$ cat config.mk
export PLATFORM = sky130hd
export DESIGN_NAME = cxalu_cell
export DESIGN_NICKNAME = d
export VERILOG_FILES = /design/src/design/cxalu_pkg.sv /design/src/design/cxalu_cell.sv
export SDC_FILE = /design/constraint.sdc
export NUM_CORES = 1
export LEC_CHECK = 0
export ABC_AREA = 1
export BUFFER_PORTS_ARGS = -buffer_cell sky130_fd_sc_hd__clkbuf_2
export CORE_MARGIN = 5
export CORE_UTILIZATION = 51
export DETAILED_ROUTE_END_ITERATION = 10
export GPL_ROUTABILITY_DRIVEN = 0
export PLACE_DENSITY = 0.85
export SLEW_MARGIN = 20
export SYNTH_ARGS = -nofsm -noshare
export SYNTH_HDL_FRONTEND = slang
export SYNTH_SLANG_ARGS = --single-unit
$ cat constraint.sdc
create_clock -name clock -period 2.5 [get_ports clock]
set_input_delay 0.125 -clock clock [delete_from_list [all_inputs] [get_ports clock]]
set_output_delay 0.125 -clock clock [all_outputs]
set_load 0.005 [all_outputs]
$ cat src/design/cxalu_pkg.sv
// ----------------------------------------------------------------------------
// Complex ALU package
// Shared widths, codes, the cell payload type and the saturation function.
// ----------------------------------------------------------------------------
package cxalu_pkg;

   localparam int WORD_W  = 16;
   localparam int FRAC_W  = 8;
   localparam int PROD_W  = 2 * WORD_W;
   localparam int SUM_W   = PROD_W + 1;
   localparam int Q_W     = WORD_W + 2;
   localparam int REM_W   = SUM_W + FRAC_W;
   localparam int DS_W    = PROD_W + Q_W - 1;
   localparam int N_CELLS = Q_W;
   localparam int LATENCY = N_CELLS + 3;

   typedef enum logic [1:0] {
      OP_ADD = 2'd0,
      OP_SUB = 2'd1,
      OP_MUL = 2'd2,
      OP_DIV = 2'd3
   } opcode_type;

   typedef enum logic [1:0] {
      ST_OK   = 2'd0,
      ST_SAT  = 2'd1,
      ST_DIVZ = 2'd2
   } status_type;

   typedef struct packed {
      logic              valid;
      logic              is_div;
      logic              dz;
      logic              re_neg;
      logic              im_neg;
      logic [REM_W-1:0]  r_re;
      logic [REM_W-1:0]  r_im;
      logic [DS_W-1:0]   ds;
      logic [Q_W-1:0]    q_re;
      logic [Q_W-1:0]    q_im;
      logic [WORD_W-1:0] res_re;
      logic [WORD_W-1:0] res_im;
      status_type        res_st;
   } cell_type;

   // Returns the saturation flag above the saturated word.
   function automatic logic [WORD_W:0] sat_word(input logic neg,
                                                input logic [SUM_W-1:0] mag);
      logic [SUM_W-1:0]  lim;
      logic [SUM_W-1:0]  m;
      logic              sat;
      logic [WORD_W-1:0] w;
      lim = neg ? (SUM_W'(1) << (WORD_W - 1)) : ((SUM_W'(1) << (WORD_W - 1)) - SUM_W'(1));
      sat = mag > lim;
      m   = sat ? lim : mag;
      w   = neg ? (WORD_W'(0) - m[WORD_W-1:0]) : m[WORD_W-1:0];
      return {sat, w};
   endfunction

endpackage

$ cat src/design/cxalu_cell.sv
// ----------------------------------------------------------------------------
// Complex ALU division cell
// Produces one quotient bit per lane for divisions; always halves the divisor.
// ----------------------------------------------------------------------------
module cxalu_cell (
   input  logic                clock,
   input  logic                reset,
   input  cxalu_pkg::cell_type cell_in,
   output cxalu_pkg::cell_type cell_out
);

   localparam int DS_W = cxalu_pkg::DS_W;

   cxalu_pkg::cell_type nxt_in, nxt_ff;
   logic [DS_W-1:0]     r_re_x, r_im_x;
   logic                ge_re, ge_im;

   always_comb begin
      nxt_in = cell_in;
      r_re_x = DS_W'(cell_in.r_re);
      r_im_x = DS_W'(cell_in.r_im);
      ge_re  = r_re_x >= cell_in.ds;
      ge_im  = r_im_x >= cell_in.ds;
      if (cell_in.is_div) begin
         if (ge_re) begin
            nxt_in.r_re = cell_in.r_re - cxalu_pkg::REM_W'(cell_in.ds);
         end
         if (ge_im) begin
            nxt_in.r_im = cell_in.r_im - cxalu_pkg::REM_W'(cell_in.ds);
         end
         nxt_in.q_re = {cell_in.q_re[cxalu_pkg::Q_W-2:0], ge_re};
         nxt_in.q_im = {cell_in.q_im[cxalu_pkg::Q_W-2:0], ge_im};
      end
      nxt_in.ds = cell_in.ds >> 1;
   end

   always_ff @(posedge clock) begin
      if (reset) begin
         nxt_ff.valid <= 1'b0;
      end else begin
         nxt_ff.valid <= nxt_in.valid;
      end
      nxt_ff.is_div <= nxt_in.is_div;
      nxt_ff.dz     <= nxt_in.dz;
      nxt_ff.re_neg <= nxt_in.re_neg;
      nxt_ff.im_neg <= nxt_in.im_neg;
      nxt_ff.r_re   <= nxt_in.r_re;
      nxt_ff.r_im   <= nxt_in.r_im;
      nxt_ff.ds     <= nxt_in.ds;
      nxt_ff.q_re   <= nxt_in.q_re;
      nxt_ff.q_im   <= nxt_in.q_im;
      nxt_ff.res_re <= nxt_in.res_re;
      nxt_ff.res_im <= nxt_in.res_im;
      nxt_ff.res_st <= nxt_in.res_st;
   end

   assign cell_out = nxt_ff;

endmodule

==> flow_summary.toml <==
[floorplan]
die_w_um = 164
start_util_pct = 51.7
fp.dieH_um = 164
boundaryPins = 414
core_area_sq_um = 23500
dieArea_sq_um = 27000
rows = 56

[drt]
drtAntennaViolNets = 0
vias = 16100
initialDrtViolationCount = 2524
viasPerCell = 5.56
drc_errors = 0
wirelength_mm = 56.4
routedWlPerCell_um = 19.5
first_pass_iters = 9

[place]
dp_hpwl_mm = 37.4
port_buffers = 412
pre_cts_slack_ps = 74.8

[sta]
fin_tns_setup_ps = -53.4
slew_headroom_pct = 67.3
tightest_slew_ps = 485
finalSetupViolCount = 5
period_share_pct = 101
final-max-slew-violation-count = 0
timing.fmax_ghz = 0.395
hold_viol_final = 0
setup_ws_ps = -30.7
period_minus_slack_ps = 2530
rsz0062_at_grt = "yes"

[yosys]
yosys.cell_types.count = 37
postSynthCellCount = 1905
synth_largest_area_cell = "dfxtp_1"
synth-seq-area-share_pct = 33.8
ys_ff_latch = 205
synth_area_sq_um = 12100
synthTopCellsByArea = "dfxtp_1 (34%), nand2_1 (21%), inv_1 (11%)"
syn_avg_cell_area_sq_um = 6.37
yosysTopAreaCellShare_pct = 33.8
ys_warn_count = 0
synthesis.nets = 2197

[min_path]
hp-class = "primary input to flip-flop"
worstHoldPathCells = 5
holdCritStartpoint = "cell_in[70]"

[final_layout]
largest_reg_flops = 205
nFillCells = 1581
seqCellArea_sq_um = 4100
multi_input_area_sq_um = 6920
nNetsFinal = 2849
syn_to_final_growth_pct = 49.5
drive_above_1_share_pct = 21.6

[setup_path]
crit_arrival_ps = 2960
worstSetupStartpoint = "cell_in[83]"
path_class = "primary input to flip-flop"
cp-start-kind = "primary input"
cp_max_fo = 19
crit_required_ps = 2930
endpoint_kind = "flip-flop"

[grt]
grt_pass1_wl_mm = 79.3
grt_pass1_vias = 15300
gr-total-overflow = 0
grt_start_max_net_pins = 44
antenna_found_initial = 6
grt_usage_pct = 37.6

[clock_tree]
numCtsBuffers = 23
cts_tree = "done"
cts_max_level = 1
root_buffer = "clkbuf_16"
clk_path_buf_depth = 3
cts_sinks = 205
clkTransAtPathRegs_ps = 70

[run_status]
status = "finished, violations left"
violations = "negative setup slack"

[power_and_ir_drop]
pwr_density_cell_nw_per_um2 = 549
peakVddDrop_mv = 0.519
p_leak_nw = 10.1

[flow_run]
cap_violations = 0
-- worst max-delay path, stage by stage --
cell and delay (ps):
dlygate4sd3_1 530, clkbuf_2 140, inv_1 110, ha_1 390, nand2_1 150, nor2_2 140, inv_1 90, o21bai_1 230
inv_1 100, nand2_2 130, nand2_2 120, nand2_1 150, nand2_4 110, clkbuf_16 200, o21ai_2 160, inv_1 70
-- final timing paths --
path	end	slack [ps]
worst max-delay path	cell_out[121]	-30
worst min-delay path	cell_out[119]	80
-- cell usage in the layout, fill, tap and decap left out, drive strengths merged, types with 4 or more instances in the layout --
master | netlist | final
o21bai | 11 | 11
or2 | 4 | 4
bufinv | 0 | 4
nand4 | 9 | 9
nor4 | 4 | 4
dfxtp | 205 | 205
nand3 | 114 | 114
clkbuf | 10 | 443
o21ai | 87 | 87
a21o | 4 | 4
diode | 0 | 5
nor3 | 12 | 12
nand2 | 670 | 670
clkinvlp | 0 | 4
ha | 82 | 82
buf | 17 | 21
a21oi | 73 | 73
clkinv | 2 | 6
inv | 356 | 358
nand3b | 25 | 25
nor2 | 163 | 163
dlygate4sd3 | 0 | 218
a31oi | 4 | 4
xnor2 | 9 | 9
xor2 | 37 | 37
-- stage by stage --
| stage | power, mW | hold WS (ps) | instance area [sq um] | util (%) | std cells |
|---|---|---|---|---|---|
| after floorplan | 4.87 | 153 | 12100 | - | 1905 |
| after global placement | 5.66 | 227 | 14600 | 62.3 | 2626 |
| after detailed placement | 5.71 | 229 | 14600 | 62.3 | 2626 |
| after CTS | 9.59 | 72.4 | 17600 | 75.1 | 2886 |
| after global routing | 10.3 | 128 | 18100 | 77.3 | 2897 |
| final | 9.96 | 83.5 | 18100 | 77.3 | 2898 |
-- where the power goes --
group          switching, mW  leakage [nW]  internal [mW]  total (mW)
clock                   1.49         0.394           2.20        3.69
sequential            0.0876          1.73           3.46        3.55
combinational           1.61          8.01           1.10        2.72
total                   3.19          10.1           6.77        9.96
-- timing repair --
| action | CTS | global route |
|---|---|---|
| setup buffers | 0 | 3 |
| endpoints found under the hold margin | 204 | 0 |
| resized for setup | 0 | 81 |
| hold buffers | 218 | 0 |
| setup endpoints to repair | 0 | 84 |
-- synth_stat cells --
master and count:
a21boi_0 1, nand2b_1 1, nor4_1 3, nor3_2 1, ha_1 82, buf_2 8
nor2_2 6, nor4_2 1, buf_6 1, fa_1 2, nor2_1 156, and2_1 2
inv_2 1, nand4_1 9, clkinv_1 2, conb_1 1, buf_1 1, a21oi_1 72
a21oi_4 1, nand3b_1 25, nand2_2 5, a31oi_1 4, o21bai_1 11, nor3_1 11
nor2_4 1, o21ai_1 22, a21o_1 4, nand2_1 665, nand3_1 114, xnor2_1 9
dfxtp_1 205, xor2_1 37, clkbuf_1 10, buf_4 7, inv_1 355, or2_2 4
o21ai_0 65
-- final cells by class --
type / instances / area share, %
flip-flops and latches: 205 / 22.6
diodes: 5 / 0.0689
repair buffers: 654 / 25.1
well taps: 319 / 2.20
clock buffers: 28 / 3.44
clock inverters: 14 / 1.04
inverters: 358 / 7.42
multi-input cells: 1315 / 38.1
-- logic make-up after synthesis --
kind of cell | share of synthesized area (%)
other | 0.0309
AO/OA/AOI/OAI | 7.89
XOR/XNOR | 3.32
adder cells (fa/ha/maj) | 8.78
AND/OR/NAND/NOR | 33.9
flip-flops | 33.8
buffers and inverters | 12.3
-- layer usage --
metal	share of wire, %	routed length (um)	vias up	GRT usage (%)
li1	-	-	7160	-
met2	44	25100	1418	61.3
met1	34	19200	7072	44.7
met3	13	7420	470	8.66
met4	8.3	4690	2	23.5
met5	0.034	19	-	0
No activity file was read; power rests on OpenSTA's default activity.
